==> config.mk <==
export PLATFORM = sky130hd
export DESIGN_NAME = kole_cell
export DESIGN_NICKNAME = d
export VERILOG_FILES = /design/src/sv/kole_pkg.sv /design/src/sv/kole_cell.sv
export SDC_FILE = /design/constraint.sdc
export NUM_CORES = 1
export LEC_CHECK = 0
export ABC_CLOCK_PERIOD_IN_PS = 4600
export BUFFER_PORTS_ARGS = -buffer_cell sky130_fd_sc_hd__buf_2
export CAP_MARGIN = 20
export CORE_AREA = 2 2 138 140
export CTS_CLUSTER_DIAMETER = 30
export CTS_CLUSTER_SIZE = 28
export DETAILED_ROUTE_END_ITERATION = 7
export DIE_AREA = 0 0 140 142
export GPL_ROUTABILITY_DRIVEN = 0
export SLEW_MARGIN = 30
export SYNTH_ARGS = -nofsm -noshare
export SYNTH_HDL_FRONTEND = slang
export SYNTH_SLANG_ARGS = --single-unit
==> constraint.sdc <==
create_clock -name clock -period 4.6 [get_ports clock]
set_input_delay 0.23 -clock clock [delete_from_list [all_inputs] [get_ports clock]]
set_output_delay 0.23 -clock clock [all_outputs]
set_load 0.01 [all_outputs]
==> src/sv/kole_pkg.sv <==
`timescale 1ns / 1ps
// ----------------------------------------------------------------------------
// kole_pkg
// Types and constants shared by the ordered list engine and its cells.
// ----------------------------------------------------------------------------
package kole_pkg;

   localparam int DEPTH       = 32;
   localparam int MAX_RESULTS = 32;
   localparam int LIST_MAX    = (MAX_RESULTS < DEPTH) ? MAX_RESULTS : DEPTH;
   localparam int CNT_W       = $clog2(DEPTH + 1);

   typedef enum logic [3:0] {
      KIND_INS_FRONT  = 4'd0,
      KIND_INS_END    = 4'd1,
      KIND_INS_AFTER  = 4'd2,
      KIND_INS_BEFORE = 4'd3,
      KIND_RM_FRONT   = 4'd4,
      KIND_RM_END     = 4'd5,
      KIND_RM_ID      = 4'd6,
      KIND_SEARCH     = 4'd7,
      KIND_LIST       = 4'd8
   } kind_type;

   typedef enum logic [1:0] {
      STAT_OK        = 2'd0,
      STAT_FULL      = 2'd1,
      STAT_EMPTY     = 2'd2,
      STAT_NOT_FOUND = 2'd3
   } status_type;

   typedef enum logic [2:0] {
      CELL_HOLD,
      CELL_LOAD,
      CELL_FROM_LEFT,
      CELL_FROM_RIGHT,
      CELL_FROM_HEAD
   } cell_cmd_type;

   typedef enum logic [1:0] {
      S_IDLE,
      S_APPLY,
      S_LIST
   } state_type;

   typedef struct packed {
      logic signed [31:0] id;
      logic signed [31:0] phone;
   } entry_type;

   typedef struct packed {
      logic [3:0]         kind;
      logic signed [31:0] item_id;
      logic signed [31:0] item_phone;
      logic signed [31:0] ref_id;
   } req_type;

   typedef struct packed {
      logic [1:0]         status;
      logic signed [31:0] out_id;
      logic signed [31:0] out_phone;
      logic [5:0]         entry_count;
      logic               last;
   } rsp_type;

endpackage

==> src/sv/kole_cell.sv <==
`timescale 1ns / 1ps
// ----------------------------------------------------------------------------
// kole_cell
// One list position: holds an entry, compares its id against the key and
// takes a new value from the request, a neighbor or the head of the row.
// ----------------------------------------------------------------------------
module kole_cell (
   input  logic                   clock,
   input  kole_pkg::cell_cmd_type cmd,
   input  logic signed [31:0]     key,
   input  kole_pkg::entry_type    new_data,
   input  kole_pkg::entry_type    left_data,
   input  kole_pkg::entry_type    right_data,
   input  kole_pkg::entry_type    head_data,
   output kole_pkg::entry_type    data,
   output logic                   hit
);
   import kole_pkg::*;

   entry_type data_ff, data_in;
   logic      hit_ff, hit_in;

   always_comb begin
      hit_in = (data_ff.id == key);
      case (cmd)
         CELL_LOAD:       data_in = new_data;
         CELL_FROM_LEFT:  data_in = left_data;
         CELL_FROM_RIGHT: data_in = right_data;
         CELL_FROM_HEAD:  data_in = head_data;
         default:         data_in = data_ff;
      endcase
   end

   always_ff @(posedge clock) begin
      data_ff <= data_in;
      hit_ff  <= hit_in;
   end

   assign data = data_ff;
   assign hit  = hit_ff;

endmodule

## Yosys cells after proc, flatten, opt, wreduce, memory -nomap -nowiden

Index checks and enable logic that the tools add are counted.

| storage, ports and cells | value |
|---|---|
| register bits | 65 |
| memory bits (read-only) | 0 |
| memories | 0 |
| output and inout bits | 65 |
| bits in writable memories | 0 |
| logic and storage cells | 10 |
| input bits | 292 |
| bits in latches | 0 |

| operators by class | value |
|---|---|
| div/mod/pow operators | 0 |
| add/subtract/negate cells | 0 |
| muxes and demuxes | 1 |
| bitwise operators | 0 |
| shift operators | 0 |
| multiply operators | 0 |
| magnitude comparators | 0 |
| eq/ne operators | 5 |
| reduce and logical (&&, ||, !) cells | 1 |

Operator list:

| cell | number |
|---|---|
| $pmux W64 S4 | 1 |
| $eq A32 B32 Y1 | 1 |
| $eq A3 B2 Y1 const B | 2 |
| $reduce_bool A4 Y1 | 1 |
| $eq A3 B1 Y1 const B | 1 |
| $eq A3 B3 Y1 const B | 1 |

## Depth between registers and ports, before layout

| logic depth | value |
|---|---|
| depth after elaboration | 2 |
| gate-level depth with buffers | 5 |
| depth with buffers taken out | 4 |

## Worst setup path after synthesis

No wires, ideal clock.

| path | value |
|---|---|
| kind | input to register |
| start point | input port cmd[0] |
| end point | register data_ff (netlist bit data[0]) (enable) |
| slack | 514 ps |
| library setup time | 516 ps |
| required time | 4084 ps |
| arrival time | 3570 ps |
| buffers on the path | 0 |
| cell stages on the path | 2 |
| path through | nor2_2 xnor2_1 |

| between the ends | value |
|---|---|
| word-level cells in the longest chain between the ends | 2 |
| elaborated cells on any way between the ends | 5 |
| those cells by class | 4 x eq/ne; 1 x reduce/logical |

RTL lines:

| what | RTL line | RTL |
|---|---|---|
| start, declared | kole_cell.sv:9 | `input kole_pkg::cell_cmd_type cmd,` |
| $eq A3 B3 Y1 (tied with other cells) | kole_cell.sv:25 | `case (cmd)` |
| $reduce_bool A4 Y1 (no line) * | n/a |  |
| end signal, assigned | kole_cell.sv:35 | `data_ff <= data_in;` |
| end, declared | kole_cell.sv:20 | `entry_type data_ff, data_in;` |

Every way passes the cells marked *; elsewhere a longest branch is shown, timed or not.
A chain may end at the register's enable or synchronous reset.

==> flow_results.org <==
** Setup path
- In this run the critical register-to-register path is captured at hit.
- Required @ worst endpoint :: roughly 4.8 ns
- The worst setup path is launched from a primary input.
- CP Data Arrival Time :: around 2.2 ns
- Setup slack on the worst reg-to-reg path comes out at slightly above 3 ns.
- In this run the critical register-to-register path is launched from data[63].
- In this run the worst setup path terminates at data[39].
- The critical path in this run is classified as primary input to flop.
- Along the worst path, the maximum fanout reaches between 60 and 70.
- Count of cells along the worst register-to-register path :: 4
- Sort of element at the end of the critical path :: flop
- CP startpoint :: cmd[2]

** Cells and area
- Net count, final :: between 900 and 1000
- Util after Layout :: between 30% and 40%
- Multi-input gate area in the final layout :: 2010 um2
- Filler instances :: about 1900
- Number of inserted diodes :: 0
- Combined flip-flop and latch cell area :: roughly 1900 um2
- Most common cell after layout, fill and taps aside :: buf_2
- The post-route netlist has 55.6% of its cells at a drive strength greater than 1.
- The area growth from synthesis to layout is 52.7%.
- Leading cell types in the layout, fill and taps excluded :: buf_2 (355), mux2i_1 (64), nand2_1 (64), o221a_1 (64), edfxtp_1 (64)

** Route
- Routed wire length per instance :: 18.0 um
- The pre-antenna-repair detailed-routing pass consisted of 8 iterations.
- DRC violation total after the first TritonRoute iteration :: between 150 and 200
- Dividing the detail-routed via count by the number of cells gives between 4 and 5.
- Summing over every cut layer, the via total after detailed routing is between 4000 and 5000.
- Remaining design rule violation count :: 25
- Post-detailed-routing wire length :: ~16 mm
- Post-route antenna net violation count :: 0

** Floorplanning
- Ports :: between 300 and 400
- Horiz. Die Dim :: 140 um
- For this configuration, the core starts out at a cell density of roughly 22%.
- In this run the core area contains 50 standard-cell rows.
- Total core area :: between 15000 and 20000 um2
- Die outline height :: between 100 and 150 um
- The floorplan step defined a die boundary enclosing slightly below 20000 um2.

** Global routing
- For this run, the total global-route usage over all layers was measured as between 15 and 20%.
- Summed over all layers, the global routing overflow is 0.
- The initial antenna violation count came to 1.
- Number of global-route vias before repair :: around 4200
- Entering global routing, the biggest net connects 66 pins.
- The first global-routing pass estimated around 23 mm of wire.

** Synth
- After Yosys synthesis, and, or, nand and nor cells account for under 10% of the synthesized area.
- Summed instance area of the synthesized netlist :: 4140 um2
- Summed over all instances, the cell type with the most area after synthesis is edfxtp_1.
- The Yosys step of the flow raised 0 warnings.
- After technology mapping, the gate count stands at 332.
- The synthesized design contains 65 register bits.
- Of the total synthesized cell area, the portion taken by XOR and XNOR cells is about 7.0%.
- Fraction of post-synthesis cell area in the top cell type by area :: roughly 46%
- Mux cell area share after synthesis :: 15.5%
- By area the synthesized netlist is led by edfxtp_1 (46%), o221a_1 (17%), mux2i_1 (15%).
- Syn_nets :: between 600 and 700
- Summing the areas of all fa, ha and maj instances in the mapped netlist gives 0% of the synthesized area.
- Distinct cell type count of the synthesized netlist :: 16
- Averaged over all synthesized cells, the footprint is 12.5 um2.
- Sequential area share after synthesis :: around 47%
- After synthesis, the largest family of logic cells by area is compound AO/OA/AOI/OAI gates.
- The synthesized netlist devotes 17.6% of its cell area to compound gates.

** Timing
- Final clock period utilization by the worst path :: about 43%
- Relative slew margins :: between 30% and 40%
- Setup total negative slack on the finished layout was measured at 0 ns.
- The number of failing hold endpoints at the final stage is 0.
- Post-route clock skew :: between 0.01 and 0.015 ns
- Tmin final :: approximately 2 ns
- Max-slew violation count :: 0
- # setup viols final :: 0
- For the pin with the worst max-slew slack, the measured transition is 0.917 ns.
- Setup repair after global routing left no endpoint under its margin.
- Derived from the worst setup path, the maximum achievable clock frequency is between 500 and 600 MHz.

** Run status
- Violations in the final reports :: design-rule violations
- Status :: finished, violations left

** CTS
- Later-pin clock latency in the skew report :: 0.33 ns
- Post-CTS setup buffer count :: 0
- CTS tree :: built
- CTS max path bufs :: 2
- Clock-pin slew was measured on the worst setup and hold paths at ~0.05 ns.
- Clock tree synthesis inserted a total of 9 buffers.
- Number of cells upsized or downsized after cts :: 0
- In this run the clock root is driven by a clkbuf_16.
- CTS built an H-tree with a depth of 3.
- The clock drives 65 sinks.
- Number of hold buffers added after cts :: 0

** Pwr
- Peak supply drop :: ~0.00015 V
- Design Power :: roughly 1.9 mW
- Leakage Power :: 2.98 nW
- For this design the ratio of total power to cell area is between 300 and 400 nW/um2.

** Hold path
- Min-delay worst type :: primary input to flop

** Place
- Number of buffers inserted by port buffering :: approximately 360
- After legalization and detailed placement, the total HPWL measured 12.7 mm.

** Flow run
- Max_cap viols :: 0
layer usage:
metal  up-vias  share of wire (%)  track usage [%]
met5         -              0.067                0
met4         2                1.0             4.73
met3        10                6.6             4.61
met2       210                 51             28.4
met1      1910                 41             18.1
li1       2010                  -                -
power by group:
group	total, mW	switching (mW)	internal (mW)
clock	0.621	0.259	0.362
sequential	0.819	0.0522	0.767
combinational	0.509	0.259	0.250
how the worst min path moves through the flow:
stage            startpoint       end  slack (ns)  cells past startpoint
2_1_floorplan   new_data[0]   data[0]        0.48                      1
3_3_place_gp   new_data[40]  data[40]        0.57                      2
3_5_place_dp    new_data[4]   data[4]        0.57                      2
4_1_cts         new_data[4]   data[4]        0.21                      2
5_1_grt        new_data[41]  data[41]        0.22                      2
6_report        new_data[4]   data[4]        0.23                      2
synthesized netlist by cell type, drive strengths merged:
master and instances:
a21o 1, nor2b 1, nand2 65, mux2i 64, o221a 64, nand4 2, nor4 8, buf 27
nor2 2, dfxtp 1, xnor2 1, xor2 32, edfxtp 64
cell families (layout without fill, tap and decap cells):
kind of cell / after synthesis / after routing
buffers and inverters: 27 / 377
AO/OA/AOI/OAI: 65 / 65
AND/OR/NAND/NOR: 78 / 78
multiplexers: 64 / 64
XOR/XNOR: 33 / 33
flip-flops: 65 / 65
through the flow:
stage / setup slack [ns] / cells / area [um2] / hold slack [ns]
detailed placement: 2.24 / 900 / 6070 / 0.569
finish: 2.63 / 916 / 6320 / 0.235
floorplan: 0.514 / 332 / 4140 / 0.481
global route: 2.47 / 916 / 6320 / 0.217
global placement: 1.90 / 900 / 6060 / 0.567
CTS: 2.59 / 916 / 6320 / 0.208
state kept, by name (all words and copies together), names as in the netlist:
| register | flops |
|---|---|
| data | 64 |
| hit | 1 |
worst max-delay path: stages:
cell     delay, ns
buf_2         0.15
nor2b_4       0.10
buf_4         0.56
a21o_4        0.53
buf_4         0.33
o221a_1       0.22
cell type report:
class	count	area share, %
flip-flops and latches	65	30.7
multi-input cells	240	31.7
repair buffers	361	28.9
clock buffers	12	3.74
clock inverters	4	0.317
well taps	234	4.63
(Power assumes the default switching activity.)
